## src/rtl/core/slr_pkg.sv

```systemverilog
// Shared types, constants and divider helpers for the slew rate limiter.
`default_nettype none

package slr_pkg;

	// Credit divisor: rate is per minute, elapsed time in milliseconds
	localparam logic [31:0] CREDIT_DIV = 32'd60000;
	// floor(2^48 / 60000), estimate of a 16-bit quotient digit is low by at most one
	localparam logic [32:0] RECIP_M = 33'd4691249611;
	// product stage plus two stages for each of four 16-bit quotient digits
	localparam int DIV_STAGES = 9;

	localparam int CFG_AW = 4;

	localparam logic [1:0] REG_HOLD_TIME = 2'd0;
	localparam logic [1:0] REG_MAX_RISE  = 2'd1;
	localparam logic [1:0] REG_MAX_FALL  = 2'd2;

	typedef struct packed {
		logic [31:0] hold_time_ms;
		logic [31:0] max_rise_per_minute;
		logic [31:0] max_fall_per_minute;
	} cfg_t;

	typedef struct packed {
		logic [31:0] elapsed_ms;
		logic [31:0] requested_target;
		logic        pressure_active;
		logic        emergency_drain;
	} item_t;

	// quo saturates at 2^32 (bit 32 set means "at least 2^32")
	typedef struct packed {
		logic [32:0] quo;
		logic [15:0] rem;
	} credit_t;

	typedef struct packed {
		logic [15:0] q;
		logic [15:0] r;
	} digit_t;

	function automatic logic [15:0] recip_est(input logic [31:0] x);
		logic [64:0] p;
		p = {33'b0, x} * {32'b0, RECIP_M};
		return p[63:48];
	endfunction

	// correct the estimated digit and form the remainder
	function automatic digit_t digit_fix(input logic [31:0] x, input logic [15:0] qe);
		digit_t      d;
		logic [31:0] t;
		t = x - ({16'b0, qe} * CREDIT_DIV);
		if (t >= CREDIT_DIV) begin
			d.q = qe + 16'd1;
			d.r = 16'(t - CREDIT_DIV);
		end else begin
			d.q = qe;
			d.r = t[15:0];
		end
		return d;
	endfunction

endpackage

`default_nettype wire

```

## src/rtl/core/slr_step.sv

```systemverilog
// State stage: hold countdown, credit remainders, limited target and result register.
`default_nettype none

module slr_step import slr_pkg::*; (
	input  wire logic        clk,
	input  wire logic        arst_n,
	input  wire logic        en,
	input  wire logic        vin,
	input  wire item_t       item,
	input  wire credit_t     rise,
	input  wire credit_t     fall,
	input  wire logic [31:0] hold_time_ms,
	output logic             out_valid,
	output logic [31:0]      smoothed_target,
	output logic [31:0]      requested_echo,
	output logic             recovery_held,
	output logic             rise_limited,
	output logic             fall_limited
);

	logic [31:0] cur_val_q;
	logic [31:0] hold_q;
	logic [15:0] rise_rem_q;
	logic [15:0] fall_rem_q;
	logic        started_q;
	logic        out_valid_q;

	logic [31:0] cur, hold_b, hold_n, cur_n;
	logic [15:0] rrem_b, frem_b, rrem_n, frem_n;
	logic [16:0] rsum, fsum, rwrap, fwrap;
	logic        rcarry, fcarry;
	logic [32:0] rbud33, fbud33;
	logic [31:0] rbud, fbud, up_gap, dn_gap;
	logic        held, rlim, flim;
	logic [31:0] req, el;

	assign req = item.requested_target;
	assign el  = item.elapsed_ms;

	always_comb begin
		// first request loads the target and starts from clean state
		cur    = started_q ? cur_val_q  : req;
		hold_b = started_q ? hold_q     : 32'd0;
		rrem_b = started_q ? rise_rem_q : 16'd0;
		frem_b = started_q ? fall_rem_q : 16'd0;

		if (item.pressure_active) begin
			hold_n = hold_time_ms;
		end else if (hold_b > el) begin
			hold_n = hold_b - el;
		end else begin
			hold_n = 32'd0;
		end

		rsum   = {1'b0, rrem_b} + {1'b0, rise.rem};
		rcarry = rsum >= CREDIT_DIV[16:0];
		rwrap  = rcarry ? rsum - CREDIT_DIV[16:0] : rsum;
		rbud33 = rise.quo + {32'd0, rcarry};
		rbud   = rbud33[32] ? 32'hFFFF_FFFF : rbud33[31:0];

		fsum   = {1'b0, frem_b} + {1'b0, fall.rem};
		fcarry = fsum >= CREDIT_DIV[16:0];
		fwrap  = fcarry ? fsum - CREDIT_DIV[16:0] : fsum;
		fbud33 = fall.quo + {32'd0, fcarry};
		fbud   = fbud33[32] ? 32'hFFFF_FFFF : fbud33[31:0];

		up_gap = req - cur;
		dn_gap = cur - req;

		cur_n  = cur;
		rrem_n = rrem_b;
		frem_n = frem_b;
		held   = 1'b0;
		rlim   = 1'b0;
		flim   = 1'b0;

		if (req > cur) begin
			if (hold_n != 32'd0) begin
				held = 1'b1;
			end else begin
				rrem_n = rwrap[15:0];
				if (up_gap > rbud) begin
					cur_n = cur + rbud;
					rlim  = 1'b1;
				end else begin
					cur_n = req;
				end
			end
		end else if (req < cur) begin
			if (item.emergency_drain) begin
				// drop at once and forget fall credit
				cur_n  = req;
				frem_n = 16'd0;
			end else begin
				frem_n = fwrap[15:0];
				if (dn_gap > fbud) begin
					cur_n = cur - fbud;
					flim  = 1'b1;
				end else begin
					cur_n = req;
				end
			end
		end
	end

	always_ff @(posedge clk or negedge arst_n) begin
		if (!arst_n) begin
			cur_val_q   <= 32'd0;
			hold_q      <= 32'd0;
			rise_rem_q  <= 16'd0;
			fall_rem_q  <= 16'd0;
			started_q   <= 1'b0;
			out_valid_q <= 1'b0;
		end else if (en) begin
			out_valid_q <= vin;
			if (vin) begin
				cur_val_q  <= cur_n;
				hold_q     <= hold_n;
				rise_rem_q <= rrem_n;
				fall_rem_q <= frem_n;
				started_q  <= 1'b1;
			end
		end
	end

	always_ff @(posedge clk) begin
		if (en && vin) begin
			smoothed_target <= cur_n;
			requested_echo  <= req;
			recovery_held   <= held;
			rise_limited    <= rlim;
			fall_limited    <= flim;
		end
	end

	assign out_valid = out_valid_q;

`ifndef SYNTHESIS
	a_rise_rem_range: assert property (@(posedge clk) disable iff (!arst_n)
		rise_rem_q < CREDIT_DIV[15:0]) else $error("rise remainder out of range");

	a_fall_rem_range: assert property (@(posedge clk) disable iff (!arst_n)
		fall_rem_q < CREDIT_DIV[15:0]) else $error("fall remainder out of range");

	a_flags_exclusive: assert property (@(posedge clk) disable iff (!arst_n)
		out_valid_q |-> $countones({recovery_held, rise_limited, fall_limited}) <= 1)
		else $error("more than one limit flag set");

	a_rise_short: assert property (@(posedge clk) disable iff (!arst_n)
		out_valid_q && rise_limited |-> smoothed_target < requested_echo)
		else $error("rise limited but target reached");

	a_fall_short: assert property (@(posedge clk) disable iff (!arst_n)
		out_valid_q && fall_limited |-> smoothed_target > requested_echo)
		else $error("fall limited but target reached");
`endif

endmodule

`default_nettype wire

```

## config.mk

```make
export PLATFORM = sky130hd
export DESIGN_NAME = slr_step
export DESIGN_NICKNAME = d
export VERILOG_FILES = /design/src/rtl/core/slr_pkg.sv /design/src/rtl/core/slr_step.sv
export SDC_FILE = /design/constraint.sdc
export NUM_CORES = 1
export LEC_CHECK = 0
export ABC_AREA = 1
export BUFFER_PORTS_ARGS = -buffer_cell sky130_fd_sc_hd__buf_2
export CAP_MARGIN = 20
export CORE_ASPECT_RATIO = 1.2
export CORE_MARGIN = 10
export CORE_UTILIZATION = 45
export CTS_CLUSTER_DIAMETER = 200
export CTS_CLUSTER_SIZE = 12
export DETAILED_ROUTE_END_ITERATION = 8
export HOLD_SLACK_MARGIN = 0.03
export PLACE_DENSITY_LB_ADDON = 0.15
export SETUP_SLACK_MARGIN = 0.2
export SYNTH_ARGS = -nofsm -noshare
export SYNTH_HDL_FRONTEND = slang
export SYNTH_SLANG_ARGS = --single-unit
```

## constraint.sdc

```tcl
create_clock -name clk -period 10.62 [get_ports clk]
set_input_delay 0.531 -clock clk [delete_from_list [all_inputs] [get_ports clk]]
set_output_delay 0.531 -clock clk [all_outputs]
set_load 0.1 [all_outputs]
```

## Yosys cells after proc, flatten, opt, wreduce, memory -nomap -nowiden

Index checks and enable logic that the tools add are counted.

| word-level totals | value |
|---|---|
| bits in registers | 165 |
| input port bits | 200 |

| operators by class | value |
|---|---|
| reduce and logical (&&, ||, !) cells | 5 |
| bitwise operators | 2 |
| muxes and demuxes | 24 |
| magnitude comparators | 7 |
| $add $sub $neg | 11 |

Operators with widths:

| operator | number |
|---|---|
| 32-bit two-way mux | 12 |
| 16-bit two-way mux | 9 |
| 32-bit > comparator | 4 |
| 32-bit subtractor | 4 |
| 33-bit by 1-bit adder with 33-bit output | 2 |
| 16-bit by 16-bit adder with 17-bit output | 2 |
| 17-bit by 16-bit >= comparator with 1-bit output, second input constant | 2 |
| 32-bit adder | 1 |
| 32-bit < comparator | 1 |
| 32-bit nonzero test | 1 |
| 16-bit subtractor, second input constant | 2 |
| 1-bit two-way mux | 3 |
| 3-bit OR reduction | 1 |
| 1-bit NOT | 2 |
| 2-bit AND reduction | 1 |
| 2-bit OR reduction | 1 |
| 1-bit logical AND | 1 |

## Longest topological paths before layout

| logic depth | value |
|---|---|
| depth in word-level cells | 10 |
| gate-level depth with buffers | 66 |
| gate-level depth less buffers | 62 |

## Worst setup path before layout

Ideal clock, no wire load.

| timing path | value |
|---|---|
| path kind | register to register |
| start point | reg started_q |
| end point | reg smoothed_target[19], data pin |
| path buffers | 7 |
| arrival | 7.628 ns |
| stages on the path, launching flop included | 54 |
| setup time | 0.267 ns |
| path slack | 2.725 ns |
| cells stage by stage | dfrtp_1 -> clkbuf_1 -> clkbuf_1 -> clkbuf_1 -> buf_1 -> nand2_1 -> fa_1 -> o21ai_0 -> nand2_1 -> nand2_1 -> nand2_1 -> nand2_1 -> nand2_1 -> nand2_1 -> ha_1 -> inv_1 -> nand2_1 -> nand2_1 -> [... 18 more ...] -> nand4_1 -> nor3_1 -> nand2_1 -> nor3_1 -> xor2_1 -> nor2_1 -> ha_1 -> nand2_1 -> inv_1 -> nand4_1 -> nor4_1 -> nand4_1 -> nand2_1 -> clkbuf_1 -> clkbuf_1 -> o21ai_0 -> nand2_1 -> nand3_1 |

| on the way | value |
|---|---|
| longest elaborated chain between the ends | 10 |

Ends and longest elaborated chain:

| item | line | source |
|---|---|---|
| start: declaration | slr_step.sv:25 | `logic started_q;` |
| start signal: assignment | slr_step.sv:112 | `started_q <= 1'b0;` |
| start signal: assignment | slr_step.sv:121 | `started_q <= 1'b1;` |
| 16-bit two-way mux | slr_step.sv:45 | `frem_b = started_q ? fall_rem_q : 16'd0;` |
| 16-bit by 16-bit adder with 17-bit output | slr_step.sv:61 | `fsum = {1'b0, frem_b} + {1'b0, fall.rem};` |
| 17-bit by 16-bit >= comparator with 1-bit output | slr_step.sv:62 | `fcarry = fsum >= CREDIT_DIV[16:0];` |
| 33-bit by 1-bit adder with 33-bit output | slr_step.sv:64 | `fbud33 = fall.quo + {32'd0, fcarry};` |
| 32-bit two-way mux | slr_step.sv:65 | `fbud = fbud33[32] ? 32'hFFFF_FFFF : fbud33[31:0];` |
| 32-bit subtractor or 32-bit > comparator (tied branches) | slr_step.sv:97, slr_step.sv:96 |  |
| 32-bit two-way mux | slr_step.sv:96 | `if (dn_gap > fbud) begin` |
| 32-bit two-way mux | slr_step.sv:90 | `if (item.emergency_drain) begin` |
| 32-bit two-way mux | slr_step.sv:89 | `end else if (req < cur) begin` |
| 32-bit two-way mux * | slr_step.sv:77 | `if (req > cur) begin` |
| named net cur_n[19] | slr_step.sv:28 | `logic [31:0] cur, hold_b, hold_n, cur_n;` |
| end signal: assignment | slr_step.sv:128 | `smoothed_target <= cur_n;` |
| end: declaration | slr_step.sv:14 | `output logic [31:0] smoothed_target,` |

The timed path passes the listed nets; every way through them passes the cells marked *.
A chain may end at the register's enable or synchronous reset.

## Worst setup path in the final report

| timing path | value |
|---|---|
| start point | reg started_q |
| end point | reg smoothed_target[9], data pin |

Same word-level chain as after synthesis.

==> out/summary.txt <==
core box area: 52400 um^2
vias in the first global route: 25500
Main synth FF type: dfrtp_1
Worst setup EP type: register
GRT Overall Usage: 30.2%
Yosys top cell by area: nand2_1
nets: 4535
Post-Synthesis Cell Area: 23700 um^2
count of cell types in the netlist: 60
fraction of registers with async set or reset after synthesis: 59.4%
PD cells: 278 nW/um^2
hpwl dp: 79700 um
final setup TNS: 0 ns
Max-cap violations: 0
layout cell share with drive strength beyond 1: 10.4%
crit-path max cell delay: 0.73 ns
Max-slew headroom: 31.4%
Post-CTS Resized: 0
GPL Wtd Cong: 1.06
footprint of the multi-input gates: 16800 um^2
DP Area: 25600 um^2
Worst Path Arrival: 9.60 ns
# DRC: 0
Post-synth EDFFs: 67
# rows: 92
Die Y-Extent: 272 um
Worst Tran Pin Value: 1.03 ns
CTS Buf Count: 17
port bufs: 267
worst vdd ir: 0.167 mV
worst setup path start: started_q
wire per inst: 20.1 um
area grow syn2layout: 10.5%
CTS tree: built
FF+latch count, synth: 165
number of H-tree levels: 4
cell area after layout: 26200 um^2
CTS Sinks: 165
clk_lat worst skew: 0.52 ns
CTS root buf: clkbuf_16
routed vias: 26000
RR Startpoint: started_q
DR iter-0 viols: 2117
Detail Route Antenna Nets: 0
most frequent CP cell: nand2_1
routed vias/inst: 5.43
first-pass GRT wire length: 145000 um
final hold vios: 0
Critical Path Fanout Max: 64
GRT overflow: 0
post-synthesis net count: 4333
I/O pins: 268
clk buf depth: 2
register area share after synthesis: 18.8%
R2R depth: 48
end point of the critical path: smoothed_target[9]
R2R Path End: smoothed_target[9]
post-synthesis cell count: 3879
final worst path period share: 88.2%
Post-CTS Setup Repair Bufs: 0
initial antenna violation count: 3
Die Width: 230 um
DRT Pass-1 Iters: 6
top cells by area, synth: nand2_1 18%, ha_1 13%, dfrtp_1 10%
P_leak: 13.9 nW
Worst-path clk slew: 0.08 ns
storage element area: 4470 um^2
R2R Setup Slk: 1.25 ns
synth warn: 0
pin count of the biggest net entering global routing: 82
cts hold-fix bufs: 0
Tmin final: 9.37 ns
kind of critical path: register to register
status: finished clean
top-count cell post-synth: nand2_1
die area: 62400 um^2
Final Setup Violations: 0
WP data required: 10.85 ns
clock skew: 0.0247 ns
hold crit path type: input pin to async pin
# fillers: 5728
Crit-path slowest cell: buf_4
Post-Route WL: 96700 um
Post-synth top cells: 1125 x nand2_1, 533 x inv_1, 350 x nor2_1
syn avg cell area: 6.12 um^2
Initial Utilization: 45.3%
crit start category: register
pins over their slew limit: 0
RSZ-0062 raised after global routing: no
top-area cell type share of the netlist area: 17.8%
Max Fclk: 0.107 GHz
[per-layer routing]
metal / up-vias / GRT usage, % / wire length, um
met1: 11900 / 37.4 / 41200
met3: 182 / 3.93 / 5820
li1: 13000 / - / -
met4: 0 / 12.7 / 3990
met2: 938 / 51.6 / 45700
met5: - / 0 / 0
[state kept, by name, indices dropped and copies added (netlist names), 16 cells and up]
name / flops
smoothed_target: 32
fall_rem_q: 16
rise_rem_q: 16
hold_q: 32
cur_val_q: 32
requested_echo: 32
[how the worst min path moves through the flow]
stage | from | end | slack, ns | cells after the start
global placement | cur_val_q[5] | cur_val_q[5] | 0.46 | 2
finish | arst_n | fall_rem_q[15] | 0.05 | 1
global route | arst_n | fall_rem_q[13] | 0.08 | 1
detailed placement | cur_val_q[22] | cur_val_q[22] | 0.46 | 2
CTS | arst_n | fall_rem_q[15] | 0.04 | 1
floorplan | arst_n | cur_val_q[0] | 0.24 | 0
[where the power goes]
group | total (mW) | switching (mW) | internal [mW]
clock | 0.655 | 0.333 | 0.322
sequential | 0.949 | 0.0885 | 0.861
combinational | 5.67 | 3.96 | 1.72
[worst max-delay path: cells and delay by family (launching register included)]
| family | cells | cell delay, ns |
|---|---|---|
| AO/OA/AOI/OAI | 5 | 1.01 |
| XOR/XNOR | 1 | 0.21 |
| adder cells (fa/ha/maj) | 3 | 0.80 |
| buffers and inverters | 8 | 1.89 |
| flip-flops | 1 | 0.69 |
| AND/OR/NAND/NOR | 31 | 4.44 |
[cell type report]
type	instances	area share, %
flip-flops and latches	165	17.0
inverters	547	7.87
well taps	705	3.36
repair buffers	285	5.62
clock inverters	12	0.420
diodes	1	0.00954
multi-input cells	3065	63.9
clock buffers	20	1.75
[cells in the final DEF, fill, tap and decap left out, types with 19 or more instances in the layout]
cell type  instances
or2_2             48
xor2_1           112
nand2_1         1123
ha_1             247
o21ai_1           19
a31oi_1           27
nor3_1            47
a21oi_1          333
inv_1            533
edfxtp_1          67
buf_4             19
nand3_1          217
xnor2_1           63
o21ai_0          237
nor2_1           350
dfrtp_1           97
nand4_1           49
buf_2            266
o21bai_1          23
[stage by stage]
stage                     total power, mW  utilization, %  instances  hold slack [ns]  setup WS [ns]
after global routing                 7.90            50.1       4800           0.0788          0.209
after detailed placement             6.48            49.0       4767            0.458           1.37
after floorplan                      4.88               -       3879            0.235           2.72
after CTS                            7.17            50.1       4799           0.0386           1.33
final                                7.28            50.1       4800           0.0534           1.25
after global placement               6.48            49.0       4767            0.456           1.48
[cells by family after synthesis]
logic type | synth area share, %
mux | 0.0422
fa+ha+maj | 13.6
flops | 18.8
buf+inv | 10.6
compound gates | 16.5
xor+xnor | 6.46
simple gates | 34.0
No activity file was read; power rests on OpenSTA's default activity.
