`src/rtl/core/slr_pkg.sv`:
```
// Shared types, constants and divider helpers for the slew rate limiter.
`default_nettype none

package slr_pkg;

	// Credit divisor: rate is per minute, elapsed time in milliseconds
	localparam logic [31:0] CREDIT_DIV = 32'd60000;
	// floor(2^48 / 60000), estimate of a 16-bit quotient digit is low by at most one
	localparam logic [32:0] RECIP_M = 33'd4691249611;
	// product stage plus two stages for each of four 16-bit quotient digits
	localparam int DIV_STAGES = 9;

	localparam int CFG_AW = 4;

	localparam logic [1:0] REG_HOLD_TIME = 2'd0;
	localparam logic [1:0] REG_MAX_RISE  = 2'd1;
	localparam logic [1:0] REG_MAX_FALL  = 2'd2;

	typedef struct packed {
		logic [31:0] hold_time_ms;
		logic [31:0] max_rise_per_minute;
		logic [31:0] max_fall_per_minute;
	} cfg_t;

	typedef struct packed {
		logic [31:0] elapsed_ms;
		logic [31:0] requested_target;
		logic        pressure_active;
		logic        emergency_drain;
	} item_t;

	// quo saturates at 2^32 (bit 32 set means "at least 2^32")
	typedef struct packed {
		logic [32:0] quo;
		logic [15:0] rem;
	} credit_t;

	typedef struct packed {
		logic [15:0] q;
		logic [15:0] r;
	} digit_t;

	function automatic logic [15:0] recip_est(input logic [31:0] x);
		logic [64:0] p;
		p = {33'b0, x} * {32'b0, RECIP_M};
		return p[63:48];
	endfunction

	// correct the estimated digit and form the remainder
	function automatic digit_t digit_fix(input logic [31:0] x, input logic [15:0] qe);
		digit_t      d;
		logic [31:0] t;
		t = x - ({16'b0, qe} * CREDIT_DIV);
		if (t >= CREDIT_DIV) begin
			d.q = qe + 16'd1;
			d.r = 16'(t - CREDIT_DIV);
		end else begin
			d.q = qe;
			d.r = t[15:0];
		end
		return d;
	endfunction

endpackage

`default_nettype wire

```
`src/rtl/core/slr_cfg.sv`:
```
// APB register file for hold time and rise/fall rates.
`default_nettype none

module slr_cfg import slr_pkg::*; (
	input  wire logic              clk,
	input  wire logic              arst_n,
	input  wire logic              psel,
	input  wire logic              penable,
	input  wire logic              pwrite,
	input  wire logic [CFG_AW-1:0] paddr,
	input  wire logic [31:0]       pwdata,
	output logic      [31:0]       prdata,
	output logic                   pready,
	output cfg_t                   cfg
);

	cfg_t cfg_q;
	logic wr_en;

	assign pready = 1'b1;
	assign wr_en  = psel & penable & pwrite;
	assign cfg    = cfg_q;

	always_ff @(posedge clk or negedge arst_n) begin
		if (!arst_n) begin
			cfg_q.hold_time_ms        <= 32'd0;
			cfg_q.max_rise_per_minute <= 32'd1;
			cfg_q.max_fall_per_minute <= 32'd1;
		end else if (wr_en) begin
			unique case (paddr[3:2])
				REG_HOLD_TIME: cfg_q.hold_time_ms        <= pwdata;
				REG_MAX_RISE:  cfg_q.max_rise_per_minute <= pwdata;
				REG_MAX_FALL:  cfg_q.max_fall_per_minute <= pwdata;
				default: ;
			endcase
		end
	end

	always_comb begin
		unique case (paddr[3:2])
			REG_HOLD_TIME: prdata = cfg_q.hold_time_ms;
			REG_MAX_RISE:  prdata = cfg_q.max_rise_per_minute;
			REG_MAX_FALL:  prdata = cfg_q.max_fall_per_minute;
			default:       prdata = 32'd0;
		endcase
	end

endmodule

`default_nettype wire

```
`config.mk`:
```
export PLATFORM = sky130hd
export DESIGN_NAME = slr_cfg
export DESIGN_NICKNAME = d
export VERILOG_FILES = /design/src/rtl/core/slr_pkg.sv /design/src/rtl/core/slr_cfg.sv
export SDC_FILE = /design/constraint.sdc
export NUM_CORES = 1
export LEC_CHECK = 0
export ABC_AREA = 1
export ABC_CLOCK_PERIOD_IN_PS = 1750
export BUFFER_PORTS_ARGS = -buffer_cell sky130_fd_sc_hd__buf_2
export CAP_MARGIN = 20
export CORE_MARGIN = 2
export CORE_UTILIZATION = 48
export CTS_CLUSTER_SIZE = 28
export DETAILED_ROUTE_END_ITERATION = 8
export PLACE_DENSITY = 0.76
export SLEW_MARGIN = 40
export SYNTH_ARGS = -nofsm -noshare
export SYNTH_HDL_FRONTEND = slang
export SYNTH_SLANG_ARGS = --single-unit
```
`constraint.sdc`:
```
create_clock -name clk -period 1.75 [get_ports clk]
set_clock_uncertainty 0.15 [all_clocks]
set_input_delay 0.525 -clock clk [delete_from_list [all_inputs] [get_ports clk]]
set_output_delay 0.525 -clock clk [all_outputs]
set_load 0.01 [all_outputs]
```
# [After elaboration in Yosys (flattened, before gate mapping)]
# Cells that the tools add are included.
# Widths: inputs -> output; s select.
[op_classes] add_sub_neg=0 n_mul=0 div_mod_pow=0 n_lt_le_gt_ge=0 n_eq_ne=2 shift=0 mux=1 bitwise=2 reduce_logical=4
[ops] operator="$pmux 32 s3" n=1
[ops] operator="$reduce_and 2->1" n=3
[ops] operator="$and 1x1->1" n=2
[ops] operator="$eq 2x1->1 const B" n=1
[ops] operator="$eq 2x2->1 const B" n=1
[ops] operator="$logic_not 2->1" n=1
[totals] register_bits=96 latch_bits=0 ram_bits=0 mem_bits_ro=0 out_inout_bits=129 elab_cells=12 memories=0

# [Longest topological paths before layout]
# Gate-level depths: netlist of run 1.
[logic_depth] ltp_word=3 ltp_mapped=7

# [Worst setup path before layout of run 1]
# Ideal clock, no wire load.
[synth_timing] path_kind="input port to output port" startpoint="input paddr[2]" endpoint="output prdata[15]" t_arrival_ns=1.071 t_required_ns=1.075 slack_ns=0.004 path_stages=6 n_path_buf=1 cell_sequence="inv_2 -> nand2_1 -> inv_2 -> buf_2 -> nand2_1 -> nand3_1"
[synth_between] elab_chain_cells=2 word_cells_on_any_way=4 cone_classes="eq/ne (2); mux (1); reduce/logical (1)"
[synth_lines] item="start, declared" line_no="slr_cfg.sv:10" source="input wire logic [CFG_AW-1:0] paddr,"
[synth_lines] item="$eq 2x2->1, or another cell as far along" line_no="slr_cfg.sv:40" source="unique case (paddr[3:2])"
[synth_lines] item="$pmux 32 s3 *" line_no="slr_cfg.sv:40"
[synth_lines] item="end, declared" line_no="slr_cfg.sv:12" source="output logic [31:0] prdata,"
# Every way passes the cells marked *; elsewhere a longest branch is shown, timed or not.

# [Worst setup path in the final report of run 1]
[layout_timing] startpoint="input paddr[2]" endpoint="output prdata[7]"
# The elaborated chain is that of the path after synthesis.

==> results of run 1 <==
-- area by class of cell --
cell class | count | area share [%]
sequential | 96 | 40.79
tap | 108 | 2.292
clock buffer | 11 | 2.398
inverter | 5 | 0.6155
timing repair buffer | 207 | 23.07
multi-input combinational | 430 | 29.48
clock inverter | 5 | 1.358
-- power groups by stage --
stage	Combinational, mW	Sequential, mW	Clock, mW
finish	1.76	3.07	1.61
global placement	1.62	3.07	0
floorplan	0.583	3.25	0
CTS	1.73	3.05	1.64
global route	1.95	3.13	1.72
detailed placement	1.67	3.08	0
-- metrics by stage --
step	cell area [sq um]	utilization [%]	TNS, ns
floorplan	4242	-	0
global placement	5395	62.47	-6.720
detailed placement	5395	62.47	-7.687
CTS	5779	66.92	-5.743
global route	5896	68.27	-7.634
finish	5896	68.27	-6.175
-- final timing paths --
| kind | slack, ns | to | from |
|---|---|---|---|
| worst max-delay path | -0.22 | prdata[7] | paddr[2] |
| worst min-delay path | 0.24 | cfg[32] | pwdata[0] |
| worst max register to register | 0.87 | cfg[32] | cfg[32] |
| worst min register to register | 0.34 | cfg[0] | cfg[0] |
| max in group asynchronous | 0.42 | cfg[0] | arst_n |
| min in group asynchronous | 0.45 | cfg[21] | arst_n |
-- critical path, cell delays in order --
cell and delay, ns:
buf_8 0.11, nor2_4 0.17, buf_12 0.20, nand2_1 0.06, nand3_1 0.08, buf_2 0.14
-- Yosys cell counts --
library cell	count	area (sq um)
nand3_1	33	165.2
buf_4	4	30.03
nor2_1	1	3.750
buf_2	24	120.1
inv_2	4	15.01
dfrtp_1	94	2352
nand2_2	1	6.260
nor2_2	4	25.02
nand2_1	390	1464
inv_1	1	3.750
dfstp_2	2	52.55
conb_1	1	3.750
-- logic make-up after synthesis --
logic type | after synthesis | synth area share, %
simple gates | 429 | 39.23
flops | 96 | 56.70
buf+inv | 33 | 3.982
other cells | 1 | 0.08841
-- routing by layer --
layer	wire length, microns	share of wire, %
met5	0	0
met1	5195	39
met4	295	2.2
met2	6590	50
met3	1070	8.1
-- timing repair --
action,CTS,global route
gates cloned,3,2
setup endpoints to repair,32,34
endpoints found under the hold margin,18,0
buffers inserted,1,1
hold buffers,1,0
resized for setup,35,15
pin swaps,4,2
==> flow_metrics.tcl, run 1 <==
set metrics [dict create \
    synth_cell_type_count 12 \
    fp.dieH_microns 98.01 \
    hold_class "in -> reg" \
    syn-instance-count 559 \
    clk-insertion-delay-late_ns 0.35 \
    path_class "in -> out" \
    vias_per_cell 5.056 \
    required_ns 1.07 \
    multi_input_area_sq_um 1738 \
    whs_ns 0.2361 \
    n_antenna_cell 0 \
    ys_seq_area_share_pct 56.70 \
    min_period_ns 1.967 \
    rsz0062_at_grt "yes" \
    max-vdd-ir-drop_uv 519.4 \
    drive_gt1_share_pct 32.63 \
    yosysWarnings 0 \
    drc 0 \
    antenna_violating_nets_post_route 0 \
    pwr-share-clk_pct 25.0 \
    avgSynthCellArea_sq_um 7.588 \
    p_per_area_nw_per_um2 1092 \
    first_global_vias 4241 \
    nets 790 \
    worstHoldPathCells 3 \
    clock_path_buffers 2 \
    vias 4358 \
    cap_violations 0 \
    wl_per_cell_microns 15.26 \
    grt_pass1_wl_mm 21.23 \
    power_mw 6.440 \
    worstPathArrival_ns 1.29 \
    grt_usage_pct 27.64 \
    row_count 34 \
    met1_usage_pct 35.86 \
    antenna_found_initial 0 \
    dr.pass1.iters 5 \
    comb_power_share_pct 27.4 \
    most-common-layout-cells "nand2_1, buf_2, dfrtp_1" \
    cts_buffers 9 \
    switching_share_pct 33.35 \
    cp_max_fo 24 \
    worstSetupStartpointType "input pin" \
    grt_use_met2_pct 46.63 \
    ctsRootBufferMaster "clkbuf_8" \
    dp_slack_ns -0.2500 \
    n_fill_cell 731 \
    syn_to_final_growth_pct 39.00 \
    die_width_microns 98.01 \
    start_util_pct 49.12 \
    p_sw_mw 2.147 \
    fmax_mhz 508.3 \
    gp_congestion 0.8431 \
    portBuffers 166 \
    layout_commonest_cell "nand2_1" \
    seq_area_sq_um 2405 \
    dp.cells 838 \
    synth_nets 600 \
    largest_register_ffs 96 \
    finalWorstSetupSlack_ns -0.2172 \
    dieArea_sq_um 9605 \
    netlist_area_sq_um 4242 \
    clk_pin_slew_worst_paths_ns 0.08 \
    core_sq_um 8636 \
    violations "setup timing" \
    totalWireLength_mm 13.15 \
    busiest_layer "met2" \
    grt_max_degree 33 \
    drtIter0Drc 206 \
    io_pins 170 \
    finalSetupViolCount 32 \
    hold_viol 0 \
    power.static_leakage_nw 3.506 \
    fin_crit_sh_pct 112.4 \
    worstRegToRegCells 2 \
    final_cells 862 \
    gr-total-overflow 0 \
    clkSinkCount 96 \
    grt_use_met3_pct 5.870 \
    slew_violations 0 \
    worstSetupEndpointType "primary output" \
    status "finished, violations left" \
    htreeDepth 3 \
    p_int_mw 4.292 \
    synth_seq_cells 96 \
    cts_tree "yes" \
    place_hpwl_mm 8.771 \
    seq_power_share_pct 47.6 \
]
(Power assumes the default switching activity.)
==> run 2: changes to the inputs <==
--- a/config.mk
+++ b/config.mk
@@ -14,6 +14,8 @@
 export CTS_CLUSTER_SIZE = 28
 export DETAILED_ROUTE_END_ITERATION = 8
 export PLACE_DENSITY = 0.76
+export SETUP_SLACK_MARGIN = 0.02
+export SKIP_LAST_GASP = 1
 export SLEW_MARGIN = 40
 export SYNTH_ARGS = -nofsm -noshare
 export SYNTH_HDL_FRONTEND = slang
==> flow_metrics.tcl, run 2 (synthesis results as in run 1) <==
set metrics [dict create \
    path_common_cell "buf_6" \
    n_antenna_cell 0 \
    worstSetupEndpointType "primary output" \
    max-vdd-ir-drop_uv 622.2 \
    gr-total-overflow 0 \
    worstSetupStartpointType "input pin" \
    most-common-layout-cells "nand2_1, buf_2, dfrtp_1" \
    finalWorstSetupSlack_ns -0.2483 \
    slew_violations 0 \
    drc 0 \
    whs_ns 0.2468 \
    fin_area_sq_um 6486 \
    final_cells 863 \
    cpPeakStageDelay_ns 0.15 \
    clock_path_buffers 2 \
    p_per_area_nw_per_um2 1024 \
    layout_commonest_cell "nand2_1" \
    first_global_vias 4147 \
    antenna_violating_nets_post_route 0 \
    portBuffers 166 \
    largest_register_ffs 96 \
    ctsRootBufferMaster "clkbuf_8" \
    cts_buffers 9 \
    start_util_pct 49.12 \
    wl_met3_mm 1.133 \
    violations "setup timing" \
    seq_area_sq_um 2405 \
    n_fill_cell 600 \
    totalWireLength_mm 14.43 \
    tns_ns -6.910 \
    drtIter0Drc 283 \
    hold_viol 0 \
    worstPathArrival_ns 1.32 \
    die_width_microns 98.01 \
    fmax_mhz 500.4 \
    cap_violations 0 \
    grt_pass1_wl_mm 20.96 \
    antenna_found_initial 0 \
    multi_input_area_sq_um 2021 \
    htreeDepth 3 \
    core_sq_um 8636 \
    finalSetupViolCount 32 \
    row_count 34 \
    io_pins 170 \
    grt_usage_pct 27.51 \
    slowest_stage "clkbuf_16" \
    nets 792 \
    met2_length_mm 7.374 \
    gp_congestion 0.8293 \
    clk-insertion-delay-late_ns 0.34 \
    crit_chain "buf_12, inv_8, nand2_4, inv_4, buf_6, clkbuf_16, nand2_2, nand3_2, buf_6" \
    path_class "in -> out" \
    vias_per_cell 5.243 \
    fin_crit_sh_pct 114.2 \
    status "finished, violations left" \
    drive_gt1_share_pct 40.40 \
    cts_tree "yes" \
    power.static_leakage_nw 3.882 \
    place_hpwl_mm 8.703 \
    required_ns 1.07 \
    vias 4525 \
    clkSinkCount 96 \
    clk_pin_slew_worst_paths_ns 0.10 \
    dr.pass1.iters 5 \
    placed_cell_area_sq_um 5353 \
    fp.dieH_microns 98.01 \
    grt_max_degree 36 \
    dieArea_sq_um 9605 \
    highest_layer "met4" \
    syn_to_final_growth_pct 52.92 \
    rsz0062_at_grt "yes" \
    dp_slack_ns -0.2712 \
    wl_per_cell_microns 16.72 \
    cp_max_fo 5 \
    min_period_ns 1.998 \
    hold_class "in -> reg" \
    dp.cells 829 \
    wl_met1_mm 5.479 \
]
-- run 2: layout make-up --
cell class / count / area share (%)
Sequential cell: 96 / 37.08
Multi-Input combinational cell: 430 / 31.15
Timing Repair Buffer: 209 / 26.00
Clock buffer: 11 / 2.180
Tap cell: 108 / 2.083
Clock inverter: 4 / 0.8295
Inverter: 5 / 0.6752
-- run 2: metal layers --
metal,global-route usage (%),vias to the layer above
met5,0,-
met4,11.22,0
met2,46.89,224
met1,35.59,2172
li1,-,2085
met3,3.794,44
-- run 2: critical path, delay by kind of cell --
| family | cells | cell delay [ns] |
|---|---|---|
| AND/OR/NAND/NOR | 3 | 0.16 |
| buffers and inverters | 6 | 0.63 |
-- run 2: report_power, final --
part / internal (mW) / switching (mW) / leakage [nW]
Combinational: 0.957 / 1.09 / 2.57
Sequential: 2.68 / 0.468 / 1.22
Clock: 0.699 / 0.756 / 0.0920
Total: 4.33 / 2.31 / 3.88
-- run 2: worst paths after layout --
kind	startpoint	to	slack, ns	cells after the start
max in group asynchronous	arst_n	cfg[18]	0.42	3
min in group asynchronous	arst_n	cfg[53]	0.48	2
worst min register to register	cfg[69]	cfg[69]	0.35	2
worst min-delay path	pwdata[27]	cfg[27]	0.25	3
worst max register to register	cfg[0]	cfg[0]	0.72	3
worst max-delay path	paddr[3]	prdata[25]	-0.25	9
-- run 2: timing repair --
action                                  in CTS  in global routing
cloned                                       5                  5
setup buffers                                4                  4
hold buffers                                 1                  0
hold endpoints to repair                    23                  0
gates resized for setup                     51                106
endpoints found under the setup margin      32                 34
pin swaps                                    3                 28
-- run 2: per-stage QoR --
step,power (mW),util [%]
floorplan,3.840,-
global placement,4.676,61.98
detailed placement,4.754,61.98
CTS,6.323,68.13
global route,6.986,75.11
finish,6.643,75.11
==> run 3: changes to the inputs <==
--- a/config.mk
+++ b/config.mk
@@ -13,7 +13,7 @@
 export CORE_UTILIZATION = 48
 export CTS_CLUSTER_SIZE = 28
 export DETAILED_ROUTE_END_ITERATION = 8
-export PLACE_DENSITY = 0.76
+export PLACE_DENSITY = 0.85
 export SETUP_SLACK_MARGIN = 0.02
 export SKIP_LAST_GASP = 1
 export SLEW_MARGIN = 40
==> flow_metrics.tcl, run 3 (synthesis results as in run 1) <==
set metrics [dict create \
    status "finished, violations left" \
    violations "setup timing" \
    drc 0 \
    start_util_pct 49.12 \
    layout_commonest_cell "nand2_1" \
    power_mw 6.900 \
    dieArea_sq_um 9605 \
    cp_max_fo 7 \
    finalSetupViolCount 32 \
    first_global_vias 4394 \
    dp_slack_ns -0.3073 \
    power.static_leakage_nw 3.921 \
    cts_buffers 9 \
    antenna_violating_nets_post_route 0 \
    fp.dieH_microns 98.01 \
    io_pins 170 \
    cap_violations 0 \
    grt_usage_pct 28.74 \
    path_common_cell "buf_6" \
    n_fill_cell 608 \
    ctsRootBufferMaster "clkbuf_8" \
    antenna_found_initial 0 \
    hold_class "in -> reg" \
    portBuffers 166 \
    worstSetupStartpointType "input pin" \
    vias_per_cell 5.334 \
    cpPeakStageDelay_ns 0.16 \
    hold_viol 0 \
    reg2reg_slack_ns 0.82 \
    tns_ns -7.436 \
    p_per_area_nw_per_um2 1066 \
    drive_gt1_share_pct 42.57 \
    nets 791 \
    totalWireLength_mm 14.58 \
    finalWorstSetupSlack_ns -0.2595 \
    core_sq_um 8636 \
    critPathBufInv 4 \
    max-vdd-ir-drop_uv 686.4 \
    grt_max_degree 50 \
    vias 4598 \
    worstPathArrival_ns 1.33 \
    gp_congestion 0.8148 \
    timing.rr.start "cfg[32]" \
    min_period_ns 2.009 \
    fin_area_sq_um 6475 \
    grt_pass1_wl_mm 21.98 \
    worstSetupEndpointType "primary output" \
    placed_cell_area_sq_um 5355 \
    holdCritStartpoint "pwdata[0]" \
    fin_crit_sh_pct 114.8 \
    htreeDepth 3 \
    crit_chain "buf_12, nor2_4, buf_6, buf_8, nand2_2, nand3_2, buf_6" \
    path_class "in -> out" \
    clk_pin_slew_worst_paths_ns 0.09 \
    die_width_microns 98.01 \
    clkSinkCount 96 \
    final_cells 862 \
    clock_path_buffers 2 \
    place_hpwl_mm 9.062 \
    n_antenna_cell 0 \
    whs_ns 0.2359 \
    dp.cells 836 \
    cpLargestDelayFamily "buffers and inverters" \
    dr.pass1.iters 5 \
    most-common-layout-cells "nand2_1, buf_2, dfrtp_1" \
    slowest_stage "nor2_4" \
    drtIter0Drc 229 \
    worstHoldPathCells 3 \
    wl_per_cell_microns 16.91 \
    cts_tree "yes" \
    rsz0062_at_grt "yes" \
    worstRegToRegCells 2 \
    gr-total-overflow 0 \
    row_count 34 \
    slew_violations 0 \
    final_core_util_pct 74.98 \
    min_to "cfg[0]" \
    clk-insertion-delay-late_ns 0.35 \
    r2r-end "cfg[32]" \
    largest_register_ffs 96 \
    required_ns 1.07 \
    syn_to_final_growth_pct 52.65 \
    fmax_mhz 497.6 \
]
-- run 3: cell types whose count changed in the layout (fill, tap and decap cells not counted), sizes merged --
| cell | previous run | this run |
|---|---|---|
| buf | 204 | 207 |
| bufinv | 1 | 3 |
| clkbuf | 15 | 9 |
| clkinv | 1 | 4 |
| clkinvlp | 2 | 0 |
| inv | 5 | 4 |
-- run 3: what timing repair did --
action                     CTS  global route
pin swaps                   19            24
hold endpoints to repair     0             3
resized for setup           79           110
setup endpoints to repair   33            34
hold buffers                 0             1
cloned                       4             0
buffers inserted             7             2
-- run 3: worst register-to-register path, delay by kind of cell, from the launching register on --
kind	cells	cell delay, ns
flip-flops	1	0.59
AND/OR/NAND/NOR	2	0.14
-- run 3: power by group --
group,switching (mW),leakage [nW],internal (mW)
Clock,0.756,0.119,0.939
Combinational,1.11,2.59,0.945
Sequential,0.474,1.22,2.68
-- run 3: layout make-up --
class / count / area [sq um] / share of cell area, %
clock buffers: 9 / 123.9 / 1.913
clock inverters: 6 / 108.9 / 1.681
inverters: 5 / 38.79 / 0.5990
multi-input cells: 430 / 2106 / 32.52
flip-flops and latches: 96 / 2405 / 37.14
well taps: 108 / 135.1 / 2.087
repair buffers: 208 / 1558 / 24.06
-- run 3: how the worst max path moves through the flow --
stage,start,to,cells past startpoint
floorplan,paddr[3],prdata[0],4
global placement,paddr[2],prdata[7],8
detailed placement,paddr[2],prdata[7],8
CTS,paddr[3],prdata[31],9
global route,paddr[3],prdata[10],7
finish,paddr[3],prdata[10],7
-- run 3: routing by layer --
layer	vias to the layer above	GRT usage, %	share of wire, %
met4	0	14.64	4.9
met1	2209	35.68	36
li1	2070	-	-
met3	60	4.653	6.9
met5	-	0	0
met2	259	48.74	52
